File: src/rtl/cbm_pkg.sv
// Shared types, constants and codes for the cartridge bank mapper.
// No dependencies.
`default_nettype none

package cbm_pkg;

  localparam int unsigned PRG_SLOTS           = 4;
  localparam int unsigned CHR_SLOTS           = 8;
  localparam int unsigned CYCLES_PER_LINE_DEF = 113;

  localparam logic [9:0] PRG_BANK_COUNT_RESET = 10'd32;

  // request function codes
  localparam logic [2:0] FUNC_HIGH_WRITE = 3'd0;
  localparam logic [2:0] FUNC_LOW_WRITE  = 3'd1;
  localparam logic [2:0] FUNC_LOW_READ   = 3'd2;
  localparam logic [2:0] FUNC_PRG_XLATE  = 3'd3;
  localparam logic [2:0] FUNC_CHR_XLATE  = 3'd4;
  localparam logic [2:0] FUNC_SCANLINE   = 3'd5;
  localparam logic [2:0] FUNC_CART_RESET = 3'd6;

  // mirroring modes
  localparam logic [1:0] MIRROR_VERTICAL   = 2'd0;
  localparam logic [1:0] MIRROR_HORIZONTAL = 2'd1;
  localparam logic [1:0] MIRROR_PAGE0      = 2'd2;
  localparam logic [1:0] MIRROR_PAGE1      = 2'd3;

  // high-area register addresses
  localparam logic [15:0] ADDR_BANK_SEL_A  = 16'h8000;
  localparam logic [15:0] ADDR_BANK_SEL_B  = 16'hB000;
  localparam logic [15:0] ADDR_BANK_SEL_C  = 16'hB0FF;
  localparam logic [15:0] ADDR_BANK_SEL_D  = 16'hB1FF;
  localparam logic [15:0] ADDR_MIRROR      = 16'h8100;
  localparam logic [15:0] ADDR_IRQ_LO      = 16'h8200;
  localparam logic [15:0] ADDR_IRQ_HI      = 16'h8201;
  localparam logic [15:0] ADDR_PRG_FIRST   = 16'h8300;
  localparam logic [15:0] ADDR_PRG_LAST    = 16'h8302;
  localparam logic [15:0] ADDR_CHR_FIRST   = 16'h8310;
  localparam logic [15:0] ADDR_CHR_LAST    = 16'h8317;
  localparam logic [15:0] ADDR_PRG_PAIR    = 16'h8318;

  // low-area scratch register
  localparam logic [15:0] ADDR_SCRATCH_FIRST = 16'h5101;
  localparam logic [15:0] ADDR_SCRATCH_LAST  = 16'h5103;
  localparam logic [15:0] SCRATCH_MATCH      = 16'h5100;

  localparam logic [7:0] BANK_SEL_OUTER = 8'h30;
  localparam logic [7:0] BANK_SEL_INNER = 8'h3F;
  localparam logic [7:0] BANK_SEL_LOW   = 8'h0F;

  typedef struct packed {
    logic [2:0]  func;
    logic [15:0] address;
    logic [7:0]  data;
  } item_t;

  typedef struct packed {
    logic [PRG_SLOTS-1:0][8:0] prg_slot;
    logic [CHR_SLOTS-1:0][9:0] chr_slot;
    logic [1:0]                mirror_mode;
    logic [7:0]                scratch_byte;
    logic                      irq_hit;
  } view_t;

  typedef struct packed {
    logic [7:0]  read_data;
    logic [21:0] prg_rom_address;
    logic [19:0] chr_rom_address;
    logic        nametable_page;
    logic        irq;
  } res_t;

endpackage

`default_nettype wire

File: src/rtl/cbm_req_if.sv
// Request channel of the cartridge bank mapper: valid/ready plus payload.
// No dependencies.
`default_nettype none

interface cbm_req_if;
  logic        valid;
  logic        ready;
  logic [2:0]  func;
  logic [15:0] address;
  logic [7:0]  data;

  modport source (output valid, func, address, data, input ready);
  modport sink   (input valid, func, address, data, output ready);
endinterface

`default_nettype wire

File: src/rtl/cbm_res_if.sv
// Result channel of the cartridge bank mapper: valid/ready plus payload.
// No dependencies.
`default_nettype none

interface cbm_res_if;
  logic        valid;
  logic        ready;
  logic [7:0]  read_data;
  logic [21:0] prg_rom_address;
  logic [19:0] chr_rom_address;
  logic        nametable_page;
  logic        irq;

  modport source (output valid, read_data, prg_rom_address, chr_rom_address,
                  nametable_page, irq, input ready);
  modport sink   (input valid, read_data, prg_rom_address, chr_rom_address,
                  nametable_page, irq, output ready);
endinterface

`default_nettype wire

File: src/rtl/cartridge_bank_mapper_irq.sv
// Top level of the cartridge bank mapper with scanline IRQ counter.
// Depends on cbm_pkg, cbm_req_if, cbm_res_if, cbm_state and cbm_result.
//
// One request per clock is taken while the result side does not stall, and every
// request gives exactly one result. A request is held in an input register; once
// the output register is free or being taken, its result is formed from the current
// mapper state and captured in the output register while the state updates.
// The output register and the input register decouple the sides, so a stalled
// result still lets one more request in. There is no clearing pass: all state
// resets at once. The user must write the bank count register only while no
// request is in flight; the block itself does not enforce this.
`default_nettype none

module cartridge_bank_mapper_irq #(
  parameter int unsigned CYCLES_PER_LINE = cbm_pkg::CYCLES_PER_LINE_DEF
) (
  input  wire logic       clk,
  input  wire logic       rst,
  input  wire logic       cfg_wr_en,
  input  wire logic [9:0] cfg_wr_data,
  cbm_req_if.sink         req,
  cbm_res_if.source       res
);

  logic           stage_valid;
  cbm_pkg::item_t stage_item;
  logic           out_valid;
  cbm_pkg::res_t  out_res;
  cbm_pkg::res_t  res_next;
  cbm_pkg::view_t view;
  logic           advance;

  assign advance   = stage_valid && (!out_valid || res.ready);
  assign req.ready = !stage_valid || advance;

  always_ff @(posedge clk) begin
    if (rst) begin
      stage_valid <= 1'b0;
    end else if (req.ready) begin
      stage_valid <= req.valid;
    end
  end

  always_ff @(posedge clk) begin
    if (req.ready && req.valid) begin
      stage_item.func    <= req.func;
      stage_item.address <= req.address;
      stage_item.data    <= req.data;
    end
  end

  cbm_state #(
    .CYCLES_PER_LINE(CYCLES_PER_LINE)
  ) u_state (
    .clk        (clk),
    .rst        (rst),
    .cfg_wr_en  (cfg_wr_en),
    .cfg_wr_data(cfg_wr_data),
    .step       (advance),
    .item       (stage_item),
    .view       (view)
  );

  cbm_result u_result (
    .item(stage_item),
    .view(view),
    .res (res_next)
  );

  always_ff @(posedge clk) begin
    if (rst) begin
      out_valid <= 1'b0;
    end else if (advance) begin
      out_valid <= 1'b1;
    end else if (res.ready) begin
      out_valid <= 1'b0;
    end
  end

  always_ff @(posedge clk) begin
    if (advance) begin
      out_res <= res_next;
    end
  end

  assign res.valid           = out_valid;
  assign res.read_data       = out_res.read_data;
  assign res.prg_rom_address = out_res.prg_rom_address;
  assign res.chr_rom_address = out_res.chr_rom_address;
  assign res.nametable_page  = out_res.nametable_page;
  assign res.irq             = out_res.irq;

endmodule

`default_nettype wire

File: src/rtl/cbm_state.sv
// Mapper state: bank slots, mirroring, scratch byte, IRQ counter, bank count.
// Depends on cbm_pkg.
`default_nettype none

module cbm_state #(
  parameter int unsigned CYCLES_PER_LINE = cbm_pkg::CYCLES_PER_LINE_DEF
) (
  input  wire logic          clk,
  input  wire logic          rst,
  input  wire logic          cfg_wr_en,
  input  wire logic [9:0]    cfg_wr_data,
  input  wire logic          step,
  input  wire cbm_pkg::item_t item,
  output cbm_pkg::view_t     view
);

  localparam logic [15:0] LINE = 16'(CYCLES_PER_LINE);

  logic [9:0]                          prg_bank_count;
  logic [7:0]                          bank_select, bank_select_next;
  logic [7:0]                          scratch_byte, scratch_byte_next;
  logic [cbm_pkg::PRG_SLOTS-1:0][8:0]  prg_slot, prg_slot_next;
  logic [cbm_pkg::CHR_SLOTS-1:0][9:0]  chr_slot, chr_slot_next;
  logic [1:0]                          mirror_mode, mirror_mode_next;
  logic [15:0]                         irq_count, irq_count_next;
  logic                                irq_armed, irq_armed_next;

  logic [8:0] reset_slot2, reset_slot3;
  logic [7:0] pair_base;
  logic       irq_hit;

  assign irq_hit = irq_armed && (irq_count <= LINE);

  always_comb begin
    if (prg_bank_count >= cbm_pkg::PRG_BANK_COUNT_RESET) begin
      reset_slot2 = 9'd30;
      reset_slot3 = 9'd31;
    end else begin
      reset_slot2 = 9'(prg_bank_count - 10'd2);
      reset_slot3 = 9'(prg_bank_count - 10'd1);
    end
  end

  assign pair_base = (bank_select & cbm_pkg::BANK_SEL_OUTER) | item.data;

  always_comb begin
    bank_select_next  = bank_select;
    scratch_byte_next = scratch_byte;
    prg_slot_next     = prg_slot;
    chr_slot_next     = chr_slot;
    mirror_mode_next  = mirror_mode;
    irq_count_next    = irq_count;
    irq_armed_next    = irq_armed;
    if (step) begin
      unique case (item.func)
        cbm_pkg::FUNC_HIGH_WRITE: begin
          if (item.address == cbm_pkg::ADDR_BANK_SEL_A || item.address == cbm_pkg::ADDR_BANK_SEL_B ||
              item.address == cbm_pkg::ADDR_BANK_SEL_C || item.address == cbm_pkg::ADDR_BANK_SEL_D) begin
            bank_select_next = item.data;
            prg_slot_next[0] = {2'b00, item.data[5:0], 1'b0};
            prg_slot_next[1] = {2'b00, item.data[5:0], 1'b1};
            prg_slot_next[2] = {2'b00, item.data[5:4], cbm_pkg::BANK_SEL_LOW[3:0], 1'b0};
            prg_slot_next[3] = {2'b00, item.data[5:4], cbm_pkg::BANK_SEL_LOW[3:0], 1'b1};
          end else if (item.address == cbm_pkg::ADDR_MIRROR) begin
            mirror_mode_next = item.data[1:0];
          end else if (item.address == cbm_pkg::ADDR_IRQ_LO) begin
            irq_count_next[7:0] = item.data;
          end else if (item.address == cbm_pkg::ADDR_IRQ_HI) begin
            irq_count_next[15:8] = item.data;
            irq_armed_next       = (item.data != 8'd0);
          end else if (item.address >= cbm_pkg::ADDR_PRG_FIRST &&
                       item.address <= cbm_pkg::ADDR_PRG_LAST) begin
            prg_slot_next[2'(item.address - cbm_pkg::ADDR_PRG_FIRST)] = {1'b0, item.data};
          end else if (item.address >= cbm_pkg::ADDR_CHR_FIRST &&
                       item.address <= cbm_pkg::ADDR_CHR_LAST) begin
            chr_slot_next[3'(item.address - cbm_pkg::ADDR_CHR_FIRST)] =
              {bank_select[5:4], item.data};
          end else if (item.address == cbm_pkg::ADDR_PRG_PAIR) begin
            prg_slot_next[0] = {pair_base, 1'b0};
            prg_slot_next[1] = {pair_base, 1'b1};
          end
        end
        cbm_pkg::FUNC_LOW_WRITE: begin
          if (item.address >= cbm_pkg::ADDR_SCRATCH_FIRST &&
              item.address <= cbm_pkg::ADDR_SCRATCH_LAST) begin
            scratch_byte_next = item.data;
          end
        end
        cbm_pkg::FUNC_SCANLINE: begin
          if (irq_hit) begin
            irq_armed_next = 1'b0;
          end else if (irq_armed) begin
            irq_count_next = irq_count - LINE;
          end
        end
        cbm_pkg::FUNC_CART_RESET: begin
          bank_select_next  = 8'd0;
          scratch_byte_next = 8'd0;
          prg_slot_next[0]  = 9'd0;
          prg_slot_next[1]  = 9'd1;
          prg_slot_next[2]  = reset_slot2;
          prg_slot_next[3]  = reset_slot3;
          for (int i = 0; i < cbm_pkg::CHR_SLOTS; i++) begin
            chr_slot_next[i] = 10'(i);
          end
          irq_count_next = 16'd0;
          irq_armed_next = 1'b0;
        end
        default: begin
        end
      endcase
    end
  end

  always_ff @(posedge clk) begin
    if (rst) begin
      prg_bank_count <= cbm_pkg::PRG_BANK_COUNT_RESET;
      bank_select    <= 8'd0;
      scratch_byte   <= 8'd0;
      prg_slot[0]    <= 9'd0;
      prg_slot[1]    <= 9'd1;
      prg_slot[2]    <= 9'd30;
      prg_slot[3]    <= 9'd31;
      for (int i = 0; i < cbm_pkg::CHR_SLOTS; i++) begin
        chr_slot[i] <= 10'(i);
      end
      mirror_mode    <= cbm_pkg::MIRROR_VERTICAL;
      irq_count      <= 16'd0;
      irq_armed      <= 1'b0;
    end else begin
      if (cfg_wr_en) begin
        prg_bank_count <= cfg_wr_data;
      end
      bank_select  <= bank_select_next;
      scratch_byte <= scratch_byte_next;
      prg_slot     <= prg_slot_next;
      chr_slot     <= chr_slot_next;
      mirror_mode  <= mirror_mode_next;
      irq_count    <= irq_count_next;
      irq_armed    <= irq_armed_next;
    end
  end

  assign view.prg_slot     = prg_slot;
  assign view.chr_slot     = chr_slot;
  assign view.mirror_mode  = mirror_mode;
  assign view.scratch_byte = scratch_byte;
  assign view.irq_hit      = irq_hit;

endmodule

`default_nettype wire

File: src/rtl/cbm_result.sv
// Result logic: low reads, program/character translation, nametable page, IRQ.
// Depends on cbm_pkg.
`default_nettype none

module cbm_result (
  input  wire cbm_pkg::item_t item,
  input  wire cbm_pkg::view_t view,
  output cbm_pkg::res_t       res
);

  logic [13:0] ppu_addr;
  logic        page;

  assign ppu_addr = item.address[13:0];

  always_comb begin
    case (view.mirror_mode)
      cbm_pkg::MIRROR_VERTICAL:   page = ppu_addr[10];
      cbm_pkg::MIRROR_HORIZONTAL: page = ppu_addr[11];
      cbm_pkg::MIRROR_PAGE0:      page = 1'b0;
      cbm_pkg::MIRROR_PAGE1:      page = 1'b1;
      default:                    page = 1'b0;
    endcase
  end

  always_comb begin
    res = '0;
    unique case (item.func)
      cbm_pkg::FUNC_LOW_READ: begin
        if ((item.address & cbm_pkg::SCRATCH_MATCH) == cbm_pkg::SCRATCH_MATCH) begin
          res.read_data = view.scratch_byte;
        end else begin
          res.read_data = item.address[15:8];
        end
      end
      cbm_pkg::FUNC_PRG_XLATE: begin
        if (item.address[15]) begin
          res.prg_rom_address = {view.prg_slot[item.address[14:13]], item.address[12:0]};
        end
      end
      cbm_pkg::FUNC_CHR_XLATE: begin
        if (!ppu_addr[13]) begin
          res.chr_rom_address = {view.chr_slot[ppu_addr[12:10]], ppu_addr[9:0]};
        end else if (ppu_addr[13:8] != 6'h3F) begin
          res.nametable_page = page;
        end
      end
      cbm_pkg::FUNC_SCANLINE: begin
        res.irq = view.irq_hit;
      end
      default: begin
      end
    endcase
  end

endmodule

`default_nettype wire

File: src/flat_wrapper.sv
// flat-port wrapper written by rule: the top's interface ports become plain ports
module cartridge_bank_mapper_irq_flat 
#(
  parameter int unsigned CYCLES_PER_LINE = cbm_pkg::CYCLES_PER_LINE_DEF
)
  (clk, rst, cfg_wr_en, cfg_wr_data, req_valid, req_func, req_address, req_data, req_ready, res_valid, res_read_data, res_prg_rom_address, res_chr_rom_address, res_nametable_page, res_irq, res_ready);
  cbm_req_if req_i ();
  cbm_res_if res_i ();
  input  wire logic clk;
  input  wire logic rst;
  input  wire logic cfg_wr_en;
  input  wire logic [9:0] cfg_wr_data;
  input wire logic [$bits(req_i.valid)-1:0] req_valid;
  input wire logic [$bits(req_i.func)-1:0] req_func;
  input wire logic [$bits(req_i.address)-1:0] req_address;
  input wire logic [$bits(req_i.data)-1:0] req_data;
  output wire logic [$bits(req_i.ready)-1:0] req_ready;
  output wire logic [$bits(res_i.valid)-1:0] res_valid;
  output wire logic [$bits(res_i.read_data)-1:0] res_read_data;
  output wire logic [$bits(res_i.prg_rom_address)-1:0] res_prg_rom_address;
  output wire logic [$bits(res_i.chr_rom_address)-1:0] res_chr_rom_address;
  output wire logic [$bits(res_i.nametable_page)-1:0] res_nametable_page;
  output wire logic [$bits(res_i.irq)-1:0] res_irq;
  input wire logic [$bits(res_i.ready)-1:0] res_ready;
  assign req_i.valid = req_valid;
  assign req_i.func = req_func;
  assign req_i.address = req_address;
  assign req_i.data = req_data;
  assign req_ready = req_i.ready;
  assign res_valid = res_i.valid;
  assign res_read_data = res_i.read_data;
  assign res_prg_rom_address = res_i.prg_rom_address;
  assign res_chr_rom_address = res_i.chr_rom_address;
  assign res_nametable_page = res_i.nametable_page;
  assign res_irq = res_i.irq;
  assign res_i.ready = res_ready;
  cartridge_bank_mapper_irq #(.CYCLES_PER_LINE(CYCLES_PER_LINE)) u_core (.clk(clk), .rst(rst), .cfg_wr_en(cfg_wr_en), .cfg_wr_data(cfg_wr_data), .req(req_i), .res(res_i));
endmodule
File: config.mk
export PLATFORM = sky130hd
export DESIGN_NAME = cartridge_bank_mapper_irq_flat
export DESIGN_NICKNAME = d
export VERILOG_FILES = /design/src/rtl/cbm_pkg.sv /design/src/rtl/cbm_req_if.sv /design/src/rtl/cbm_res_if.sv /design/src/rtl/cartridge_bank_mapper_irq.sv /design/src/rtl/cbm_state.sv /design/src/rtl/cbm_result.sv /design/src/flat_wrapper.sv
export SDC_FILE = /design/constraint.sdc
export NUM_CORES = 1
export LEC_CHECK = 0
export BUFFER_PORTS_ARGS = -buffer_cell sky130_fd_sc_hd__buf_2
export CORE_MARGIN = 4
export CORE_UTILIZATION = 35
export CTS_CLUSTER_SIZE = 16
export DETAILED_ROUTE_END_ITERATION = 7
export MAX_ROUTING_LAYER = met4
export SYNTH_ARGS = -nofsm -noshare
export SYNTH_HDL_FRONTEND = slang
export SYNTH_SLANG_ARGS = --single-unit
File: constraint.sdc
create_clock -name clk -period 5.8 [get_ports clk]
set_input_delay 1.16 -clock clk [delete_from_list [all_inputs] [get_ports clk]]
set_output_delay 1.16 -clock clk [all_outputs]
set_load 0.01 [all_outputs]
# [Word-level counts from Yosys, hierarchy flattened]
# Cells that the tools add are included.
[totals] regBits=240 input_bits=42 elab_cells=173
[classes] addsub=5 order_cmp=14 eq_ne=38 n_mux=50 n_bitwise=3 reduce_logical=34
[ops] cell="2-to-1 mux 80 bit" count=6
[ops] cell="case mux 80 bit (2 select lines)" count=1
[ops] cell="2-to-1 mux 36 bit" count=4
[ops] cell="== test 16 bit (second input constant)" count=8
[ops] cell="bitwise mux 80 bit" count=1
[ops] cell="2-to-1 mux 18 bit" count=4
[ops] cell="case mux 36 bit (2 select lines)" count=1
[ops] cell="2-to-1 mux 16 bit" count=4
[ops] cell="case mux 16 bit (3 select lines)" count=1
[ops] cell="2-to-1 mux 8 bit" count=5
[ops] cell="bitwise mux 36 bit" count=1
[ops] cell="2-to-1 mux 9 bit" count=4
[ops] cell=">= comparator 16 bit (second input constant)" count=2
[ops] cell="less-or-equal comparator 16 bit (second input constant)" count=2
[ops] cell="binary-select mux 10 bit (select 3 bit)" count=1
[ops] cell="demux 10 bit (select 3 bit)" count=1
[ops] cell="inequality test 2 bit (second input constant)" count=11
[ops] cell="AND reduction 7 bit" count=3
[ops] cell="2-to-1 mux 10 bit" count=2
[ops] cell="binary-select mux 9 bit (select 2 bit)" count=1
[ops] cell="demux 9 bit (select 2 bit)" count=1
[ops] cell=">= comparator 16 x 15 -> 1 bit (second input constant)" count=1
[ops] cell="less-or-equal comparator 16 x 15 -> 1 bit (second input constant)" count=1
[ops] cell="less-or-equal comparator 16 x 7 -> 1 bit (second input constant)" count=1
[ops] cell="other kinds (41)" count=77

# [Longest topological paths before layout]
# Gate-level depths: netlist of the first run.
[logic_depth] ltp_word=13 ltp_mapped=10

# [Hierarchy]
# From an unflattened synthesis of the first run, not the netlist that was laid out.
[hier_totals] cells_unflattened=1101 area_unflattened_um2=11192.0
[modules_own_cells] mod="cbm_state" instances=1 cells_per_inst=850 area_each_um2=7304.5 seq_area_each_um2=3103.0
[modules_own_cells] mod="cartridge_bank_mapper_irq" instances=1 cells_per_inst=89 area_each_um2=2476.1 seq_area_each_um2=2412.3
[modules_own_cells] mod="cbm_result" instances=1 cells_per_inst=162 area_each_um2=1411.4 seq_area_each_um2=0.0

# [Worst setup path before layout of the first run]
# OpenSTA, ideal clock, no wires.
[synth_timing] path_kind="input -> register" start="input res_ready" end="register u_core.u_state.irq_count[11]" arrival_time_ps=3468 required_ps=5708 setup_slack_ps=2240 path_stages=7 path_cell_list="nor2b_1 > nand2b_1 > inv_1 > o31ai_1 > a21o_2 > or3_1 > o32ai_1"
[synth_via] elab_chain_len=3
[synth_rtl] item="start: declaration" line_no="flat_wrapper.sv:24" rtl="input wire logic [$bits(res_i.ready)-1:0] res_ready;"
[synth_rtl] item="logical OR 1 bit" line_no="cartridge_bank_mapper_irq.sv:33" rtl="assign advance = stage_valid && (!out_valid || res.ready);"
[synth_rtl] item="logical AND 1 bit" line_no="cartridge_bank_mapper_irq.sv:33"
[synth_rtl] item="named net u_core.advance" line_no="cartridge_bank_mapper_irq.sv:31" rtl="logic advance;"
[synth_rtl] item="AND reduction 8 bit (no line)"
[synth_rtl] item="end signal: assignment" line_no="cbm_state.sv:139" rtl="irq_count <= irq_count_next;"
[synth_rtl] item="end: declaration" line_no="cbm_state.sv:25" rtl="logic [15:0] irq_count, irq_count_next;"
# The timed path passes the listed nets, and every way through them passes these cells.
# A chain may end at the register's enable or synchronous reset.

# [Worst setup path after layout of the first run]
[layout_timing] start="register u_core.stage_item[21] (netlist bit)" end="register u_core.u_state.chr_slot, in the netlist u_core.u_state.view[44]"
[layout_via] elab_chain_len=6 elab_cells_between_ends=23 cone_classes="4 x order compare; 13 x eq/ne; 6 x reduce/logical"
[layout_rtl] item="start: declaration" line_no="cartridge_bank_mapper_irq.sv:26" rtl="cbm_pkg::item_t stage_item;"
[layout_rtl] item="parallel branches: the longest is 5 deep, another holds >= comparator 16 bit"
[layout_rtl] item="AND reduction 8 bit (no line) *"
[layout_rtl] item="end signal: indexed assignment" line_no="cbm_state.sv:125" rtl="chr_slot[i] <= 10'(i);"
[layout_rtl] item="end signal: assignment" line_no="cbm_state.sv:137" rtl="chr_slot <= chr_slot_next;"
[layout_rtl] item="end: declaration" line_no="cbm_state.sv:23" rtl="logic [cbm_pkg::CHR_SLOTS-1:0][9:0] chr_slot, chr_slot_next;"
# Mark *: on every way between the ends.

==> results.cfg, run 1 <==
[cts]
cts_root_buf = clkbuf_16
post_cts_buffers = 0
cts_sinks = 236
cts_tree = built
hold_buffers = 0
worstSkewPairLatency_ns = 0.53
htreeDepth = 1
cts_resized = 0
numCtsBuffers = 27
clkTransAtPathRegs_ns = 0.06
cts.path.max_buffers = 3

[setup_path]
worst-path-max-fanout = 17
rr_endpoint = u_core.u_state.view[44]
cp-start-kind = flop
crit_type = flop to flop
rr_startpoint = u_core.stage_item[21]
cp.arrival_ns = 3.92
crit_slowest_cell = edfxtp_1
cp_cell_sequence = or3_1 > nor4_1 > a21o_1 > nand3_4 > nor4_2 > a22o_1
path_buf_inv = 0
path_delay_family = simple AND/OR/NAND/NOR gates
cp-end-kind = flop
reg2reg_depth = 6
worst-path-stages = 6
rrSetupSlack_ns = 2.34
critPathRequiredTime_ns = 6.26
max_stage_delay_ns = 0.74

[synth]
synth-seq-cells = 236
synth-edff-count = 79
synth.distinct_cells = 78
yosysWarnings = 0
synth_ff_type = dfxtp_1
async_flop_share_pct = 0
yosysSeqAreaShare_pct = 50.3
netlist_area_sq_um = 11000
syn_inst = 1046
syn_nets = 1093
avgSynthCellArea_sq_um = 10.5

[finish]
area_growth_pct = 14.8
drive_above_1_share_pct = 18.4
antenna_cells = 0
layout.nets = 1149
final_cell_mix = dfxtp_1, buf_2, nand2_1
final_common_cell = dfxtp_1

[sta]
fin_crit_ns = 3.46
relSlewSlack_pct = 17.4
rsz0062_at_grt = false
setup_viol_count_final = 0
skew_ns = 0.0102
hold_violations = 0
tns_ns = 0
tightestPinTransition_ns = 1.23
whs_ns = 0.450
fin_ws_ns = 2.34
slew_violations = 0
period_share_pct = 59.6
fmax_mhz = 289

[drt]
wl_per_cell_um = 20.5
vias = 8444
drc = 0
ant_nets = 0
first_pass_iters = 5
post_drt_via_cell_ratio = 5.56
wl_mm = 31.2
initialDrtViolationCount = 752

[run_status]
status = finished, final reports clean

[placement]
globalplace.congestion = 0.864
io_buffer_count = 95
preCtsSetupSlack_ns = 2.13
hpwlAfterDp_mm = 21.3

[worst_hold_path]
hp-start = u_core.u_state.view[62]
hold_path.class = flop to flop
holdPathStages = 2
min_to = u_core.u_state.view[62]

[floorplanning]
io_pins = 96
core_region_area_sq_um = 30700
fp.dieH_um = 185
chipWidth_um = 185
die_area_sq_um = 34200
initial_core_util_pct = 35.6
rows = 64

[global_route]
first_global_vias = 8338
grt_overflow = 0
grt_pass1_wl_mm = 48.7
antenna_found_initial = 0
grt_max_degree = 92
grt.total_usage_pct = 18.5

[pwr]
p_per_area_nw_per_um2 = 308
irDropWorstVdd_v = 0.000206
power_mw = 3.87
power_leakage_nw = 4.50

[flow_run]
cap_violations = 0
[cell usage after synthesis, types with 12 or more instances]
| cell type | count | area share [%] |
|---|---|---|
| edfxtp_1 | 79 | 22 |
| nor2b_1 | 22 | 1.3 |
| a211o_1 | 12 | 0.96 |
| dfxtp_1 | 157 | 29 |
| nand3_1 | 20 | 0.91 |
| o21ai_0 | 52 | 2.4 |
| nand2b_1 | 37 | 2.1 |
| a21oi_1 | 46 | 2.1 |
| and2_1 | 37 | 2.1 |
| o21ai_1 | 13 | 0.59 |
| o32ai_1 | 22 | 1.8 |
| nand2_1 | 84 | 2.9 |
| a22o_1 | 28 | 2.2 |
| mux2i_1 | 33 | 3.0 |
| nand4_1 | 15 | 0.86 |
| nor3_1 | 18 | 0.82 |
| mux4_2 | 29 | 6.0 |
| clkbuf_1 | 49 | 1.7 |
| inv_1 | 31 | 1.1 |
| nor2_1 | 73 | 2.5 |
[worst max-delay path by stage]
stage | to | slack (ns) | start
after global routing | u_core.u_state.view[41] | 2.02 | u_core.stage_item[21]
final | u_core.u_state.view[44] | 2.34 | u_core.stage_item[21]
after floorplan | u_core.u_state.irq_count[11] | 2.24 | res_ready
after CTS | u_core.u_state.view[32] | 2.32 | u_core.stage_item[21]
after global placement | u_core.u_state.view[32] | 2.18 | res_ready
after detailed placement | u_core.u_state.view[32] | 2.13 | res_ready
[cell type report]
cell class	count	area [sq um]
clock buffer	37	733
clock inverter	12	195
fill	3049	18200
inverter	33	124
multi-input combinational	700	4960
sequential	236	5520
tap	396	495
timing repair buffer	104	546
[layer usage]
layer	share of wire [%]	global-route usage, %	vias to the layer above
li1	-	-	3989
met1	44	24.4	4136
met2	48	29.9	257
met3	5.3	2.51	62
met4	3.2	5.55	0
met5	0	-	-
[logic make-up (layout without fill, tap and decap cells)]
logic type / count (synthesis) / in the layout / share of synthesized area [%]
mux: 62 / 62 / 8.98
buf+inv: 110 / 186 / 4.33
xor+xnor: 10 / 10 / 0.800
flops: 236 / 236 / 50.3
compound gates: 252 / 252 / 16.7
simple gates: 371 / 371 / 18.3
fa+ha+maj: 5 / 5 / 0.571
[flip-flops by register name, summed over array words and instances (netlist names)]
signal / flops
u_core.res.chr_rom_address: 20
u_core.res.irq: 1
u_core.res.read_data: 8
u_core.res.prg_rom_address: 22
u_core.stage_item: 27
u_core.res.valid: 1
u_core.u_state.prg_bank_count: 10
u_core.u_state.view: 116
u_core.stage_valid: 1
u_core.u_state.scratch_byte: 8
u_core.u_state.irq_count: 16
u_core.u_state.mirror_mode: 2
u_core.res.nametable_page: 1
u_core.u_state.irq_armed: 1
u_core.u_state.bank_select: 2
[power by group]
part           total (mW)  internal (mW)  switching (mW)
sequential           1.81           1.75          0.0566
clock                1.78           1.11           0.676
combinational       0.275          0.101           0.175
total                3.87           2.96           0.907
[worst min-delay path: cells and delay by family, from the launching register on]
family	cells	cell delay, ns
DFF	1	0.32
AOI/OAI and AO/OA	1	0.05
and+or+nand+nor	1	0.04
[stage by stage]
step | instance area (sq um) | util, % | cells
6_report | 12600 | 40.9 | 1518
5_1_grt | 12600 | 40.9 | 1518
4_1_cts | 12600 | 40.9 | 1518
3_5_place_dp | 11600 | 37.9 | 1469
3_3_place_gp | 11600 | 37.9 | 1469
2_1_floorplan | 11000 | - | 1046
Power figures use the tool's default switching activity.
==> run 2: changes to the inputs <==
--- a/config.mk
+++ b/config.mk
@@ -5,6 +5,7 @@
 export SDC_FILE = /design/constraint.sdc
 export NUM_CORES = 1
 export LEC_CHECK = 0
+export ABC_AREA = 1
 export BUFFER_PORTS_ARGS = -buffer_cell sky130_fd_sc_hd__buf_2
 export CORE_MARGIN = 4
 export CORE_UTILIZATION = 35
==> constraint.sdc (replaced) <==
create_clock -name clk -period 3 [get_ports clk]
set_input_delay 0.6 -clock clk [delete_from_list [all_inputs] [get_ports clk]]
set_output_delay 0.6 -clock clk [all_outputs]
set_load 0.01 [all_outputs]
==> run 2 against run 1 <==
Fmax rose by 30%; global-route usage up 0.70 points; largest power group unchanged; utilization grew 0.49 points; non-clock buffer count is 28 higher; worst hold slack worse by 0.21 ns.
==> results.cfg, run 2 <==
[run_status]
status = finished, final reports clean

[pwr]
power_mw = 7.39
irDropWorstVdd_v = 0.000281
p_per_area_nw_per_um2 = 566
power_leakage_nw = 5.27

[drt]
first_pass_iters = 6
ant_nets = 0
drc = 0
wl_per_cell_um = 17.1
wl_mm = 33.9
post_drt_via_cell_ratio = 5.19
initialDrtViolationCount = 848
vias = 10300

[placement]
preCtsSetupSlack_ns = 0.337
hpwlAfterDp_mm = 23.5
placed_area_sq_um = 12200
io_buffer_count = 95
globalplace.congestion = 0.922

[sta]
slew_violations = 0
fin_crit_ns = 2.67
setup_viol_count_final = 0
skew_ns = 0.0189
tns_ns = 0
tightestPinTransition_ns = 0.907
hold_violations = 0
fin_ws_ns = 0.332
relSlewSlack_pct = 38.0
fmax_mhz = 375
period_share_pct = 88.9
whs_ns = 0.238
rsz0062_at_grt = false

[setup_path]
cp-start-kind = flop
crit_type = flop to flop
path_delay_family = simple AND/OR/NAND/NOR gates
cp_cell_sequence = inv_1 > nand2_1 > inv_2 > nand4_1 > nand2_1 > nand2_1 > nor2_2 > nand2_1 > nand3_2 > nand2_1 > nand2_1 > nor2_1
worst-path-max-fanout = 15
cp.arrival_ns = 3.10
cp-end-kind = flop
critPathRequiredTime_ns = 3.43
crit_top_cell = nand2_1
crit_slowest_cell = edfxtp_1
path_buf_inv = 2
max_stage_delay_ns = 0.44

[cts]
post_cts_buffers = 0
cts_sinks = 236
clkTransAtPathRegs_ns = 0.07
cts_tree = built
cts.path.max_buffers = 3
numCtsBuffers = 26
cts_root_buf = clkbuf_16
hold_buffers = 0
htreeDepth = 1
worstSkewPairLatency_ns = 0.54

[synth]
synth_top_family_by_area = simple AND/OR/NAND/NOR gates
syn_inst = 1460
synthTopCellsByArea = dfxtp_1, edfxtp_1, nand2_1, a21oi_1, nor2_1
yosysWarnings = 0
synth_most_common_cell = nand2_1
synth_compound_area_share_pct = 16.8
synth-adder-area-share_pct = 0.557
synth_xor_xnor_area_share_pct = 0.0780
synthSimpleGateAreaFrac_pct = 26.7
synthMuxAreaShare_pct = 0
syn_nets = 1507
synth-edff-count = 79
async_flop_share_pct = 0
synth_top_area_share_pct = 28.0
yosys.area.top_type = dfxtp_1
synthTopCellsByCount = nand2_1, nor2_1, a21oi_1
synth_ff_type = dfxtp_1
avgSynthCellArea_sq_um = 7.69
synth.distinct_cells = 45
yosysSeqAreaShare_pct = 49.1
synth-seq-cells = 236
netlist_area_sq_um = 11200

[flow_run]
cap_violations = 0

[global_route]
grt_pass1_wl_mm = 53.4
grt.total_usage_pct = 19.2
first_global_vias = 9703
antenna_found_initial = 0
grt_max_degree = 82
grt_overflow = 0

[floorplanning]
rows = 65
die_area_sq_um = 35000
fp.dieH_um = 187
chipWidth_um = 187
io_pins = 96
core_region_area_sq_um = 31600
initial_core_util_pct = 35.6

[finish]
layout.nets = 1602
antenna_cells = 0
final_area_sq_um = 13100
drive_above_1_share_pct = 14.2
largest_reg_flops = 116
area_growth_pct = 16.4
final_common_cell = nand2_1
final_cell_mix = nand2_1, nor2_1, a21oi_1

[worst_hold_path]
hold_path.class = input pin to flop
-- run 2: area by class of cell --
type	instances	area (sq um)
Tap cell	402	503
Timing Repair Buffer	132	756
Sequential cell	236	5520
Clock buffer	38	767
Multi-Input combinational cell	1042	4960
Fill cell	3200	18500
Clock inverter	10	105
Inverter	117	448
-- run 2: report_power, final --
group	internal (mW)	switching [mW]	total [mW]
Sequential	3.40	0.0629	3.46
Clock	1.94	1.30	3.24
Combinational	0.197	0.490	0.687
Total	5.54	1.85	7.39
-- run 2: worst paths after layout --
path / startpoint / endpoint / slack [ns] / cells past startpoint
setup / recovery: u_core.stage_item[8] / u_core.u_state.view[106] / 0.33 / 12
hold / removal: req_data[0] / u_core.stage_item[0] / 0.24 / 1
setup reg to reg: u_core.stage_item[8] / u_core.u_state.view[106] / 0.33 / 12
hold reg to reg: u_core.u_state.view[70] / u_core.u_state.view[70] / 0.46 / 2
-- run 2: cells by family (layout without fill, tap and decap cells) --
group,after synthesis,count (layout)
flops,236,236
simple gates,674,674
buf+inv,182,297
xor+xnor,1,1
compound gates,362,362
fa+ha+maj,5,5
-- run 2: timing repair --
item	in CTS	in global routing
endpoints found under the setup margin	0	4
endpoints found under the hold margin	0	0
resized for setup	0	1
-- run 2: worst reg2reg max path: cells and delay by family, from the launching register on --
| family | cells | cell delay (ns) |
|---|---|---|
| and+or+nand+nor | 10 | 1.65 |
| buffers and inverters | 2 | 0.48 |
| DFF | 1 | 0.44 |
-- run 2: layer usage --
metal	vias to the layer above	wire (um)	part of all wire (%)	GRT usage, %
li1	5053	-	-	-
met1	4791	15600	46	26.3
met2	355	15300	45	29.9
met3	61	2130	6.3	2.78
met4	0	856	2.5	5.35
met5	-	0	0	-
-- run 2: through the flow --
stage / utilization, % / instances
final: 41.4 / 1977
after global routing: 41.4 / 1977
after CTS: 41.4 / 1977
after detailed placement: 38.6 / 1929
after global placement: 38.6 / 1929
after floorplan: - / 1460
==> run 3: changes to the inputs <==
--- a/config.mk
+++ b/config.mk
@@ -12,6 +12,7 @@
 export CTS_CLUSTER_SIZE = 16
 export DETAILED_ROUTE_END_ITERATION = 7
 export MAX_ROUTING_LAYER = met4
+export SETUP_SLACK_MARGIN = 0.5
 export SYNTH_ARGS = -nofsm -noshare
 export SYNTH_HDL_FRONTEND = slang
 export SYNTH_SLANG_ARGS = --single-unit
==> constraint.sdc (replaced) <==
create_clock -name clk -period 3 [get_ports clk]
set_input_delay 0.6 -clock clk [delete_from_list [all_inputs] [get_ports clk]]
set_output_delay 0.6 -clock clk [all_outputs]
set_load 0.1 [all_outputs]
==> run 3 against run 2 <==
Worst hold slack got worse by 0.0013 ns; clock skew fell by 0.0071 ns; critical endpoint is now u_core.u_state.irq_count[3]; setup slack better by 0.29 ns; largest power group unchanged; sequential power about the same; highest routed layer unchanged; utilization rose by 0.63 points; clock-buffer cell count is the same; combinational power up 37%.
==> results.cfg, run 3 (synthesis results as in run 2) <==
[pwr]
switching_share_pct = 27.3
power_leakage_nw = 5.35
pwr-share-seq_pct = 44.5
p_per_area_nw_per_um2 = 588
combPwrFrac_pct = 12.1
irDropWorstVdd_v = 0.000437
internal_power_mw = 5.67
clkPwrFrac_pct = 43.5
switching_power_mw = 2.13
power_mw = 7.80

[setup_path]
cp-start-kind = flop
rr_endpoint = u_core.u_state.irq_count[3]
rr_startpoint = u_core.stage_item[10]
worst-path-max-fanout = 11
cp-end-kind = flop
max_stage_delay_ns = 0.52
cp_cell_sequence = nor2_1 > nand2_1 > nor2_2 > nand3_2 > nand2_2 > nand2_4 > nand3_1 > nor2_1 > buf_4 > inv_1 > nor2_1 > nor2_1
path_buf_inv = 2
rrSetupSlack_ns = 0.63
critPathRequiredTime_ns = 3.47
crit_slowest_cell = edfxtp_1
cp.arrival_ns = 2.84
crit_top_cell = nor2_1
crit_type = flop to flop
reg2reg_depth = 12
path_delay_family = simple AND/OR/NAND/NOR gates

[finish]
antenna_cells = 0
final_cell_mix = nand2_1, nor2_1, a21oi_1
final_area_sq_um = 13300
drive_above_1_share_pct = 15.7
largest_reg_flops = 116
area_growth_pct = 18.1
final_common_cell = nand2_1
fin_util_pct = 42.0
layout.nets = 1610
instances_no_fill = 1985

[floorplanning]
io_pins = 96
die_area_sq_um = 35000
chipWidth_um = 187
rows = 65
initial_core_util_pct = 35.6
core_region_area_sq_um = 31600
fp.dieH_um = 187

[placement]
place_inst = 1922
globalplace.congestion = 0.920
preCtsSetupSlack_ns = 0.297
hpwlAfterDp_mm = 23.4
io_buffer_count = 95
placed_area_sq_um = 12100

[run_status]
status = finished, final reports clean

[sta]
period_share_pct = 79.1
rsz0062_at_grt = true
skew_ns = 0.0118
relSlewSlack_pct = 23.5
slew_violations = 0
whs_ns = 0.237
setup_viol_count_final = 0
fin_crit_ns = 2.37
hold_violations = 0
fmax_mhz = 421
fin_ws_ns = 0.626
tightestPinTransition_ns = 1.15
tns_ns = 0

[cts]
clkTransAtPathRegs_ns = 0.06
hold_buffers = 0
cts_tree = built
numCtsBuffers = 26
cts.path.max_buffers = 3
htreeDepth = 1
worstSkewPairLatency_ns = 0.54
cts_sinks = 236
cts_root_buf = clkbuf_16

[drt]
wl_per_cell_um = 17.4
post_drt_via_cell_ratio = 5.19
vias = 10300
initialDrtViolationCount = 994
drc = 0
wl_mm = 34.6
first_pass_iters = 6
ant_nets = 0

[global_route]
grt_max_degree = 100
antenna_found_initial = 0
grt_overflow = 0
grt.total_usage_pct = 19.4
first_global_vias = 9552
grt_pass1_wl_mm = 53.7

[worst_hold_path]
holdPathStages = 1
hp-start = req_address[10]
min_to = u_core.stage_item[18]
hold_path.class = input pin to flop

[flow_run]
cap_violations = 0
run 3: cell types whose count changed in the layout (fill, tap and decap cells not counted), moves of 3 or more:
cell      change
clkbuf_8      +3
nand3_4       +4
buf_4         +4
nor2_1        -3
nand2_2       +3
clkbuf_1      -5
nand2_1       -4
run 3: per-layer routing:
layer	track usage (%)	routed length, um	vias to the layer above
met4	4.75	891	0
met2	30.7	15800	345
met3	2.78	2160	68
met5	-	0	-
met1	26.3	15700	4801
li1	-	-	5093
run 3: worst max-delay path by stage:
stage                     startpoint                             to  slack [ns]  cells past startpoint
2_1_floorplan              res_ready  u_core.res.chr_rom_address[0]        0.50                      6
3_3_place_gp    u_core.stage_item[8]        u_core.u_state.view[98]        0.29                     10
3_5_place_dp    u_core.stage_item[8]        u_core.u_state.view[98]        0.30                     10
4_1_cts        u_core.stage_item[24]        u_core.u_state.view[32]        0.50                      9
5_1_grt         u_core.stage_item[9]    u_core.u_state.irq_count[2]        0.39                     11
6_report       u_core.stage_item[10]    u_core.u_state.irq_count[3]        0.63                     12
run 3: repair_timing:
item | CTS | global route
pin swaps | 1 | 5
gates cloned | 0 | 2
endpoints found under the hold margin | 0 | 0
setup endpoints to repair | 29 | 129
buffers inserted | 0 | 13
resized for setup | 5 | 12
run 3: area by class of cell:
| cell class | count | area (sq um) |
|---|---|---|
| clock buffers | 38 | 820 |
| clock inverters | 10 | 110 |
| fillers | 3257 | 18300 |
| inverters | 117 | 452 |
| multi-input cells | 1043 | 5040 |
| flip-flops and latches | 236 | 5520 |
| well taps | 402 | 503 |
| repair buffers | 138 | 811 |
| repair inverters | 1 | 7.51 |
run 3: power groups by stage:
stage	registers (mW)	clock network (mW)	logic, mW
2_1_floorplan	3.77	0	0.426
3_3_place_gp	3.53	0	0.921
3_5_place_dp	3.53	0	0.922
4_1_cts	3.47	3.46	0.927
5_1_grt	3.48	3.60	1.02
6_report	3.47	3.39	0.943
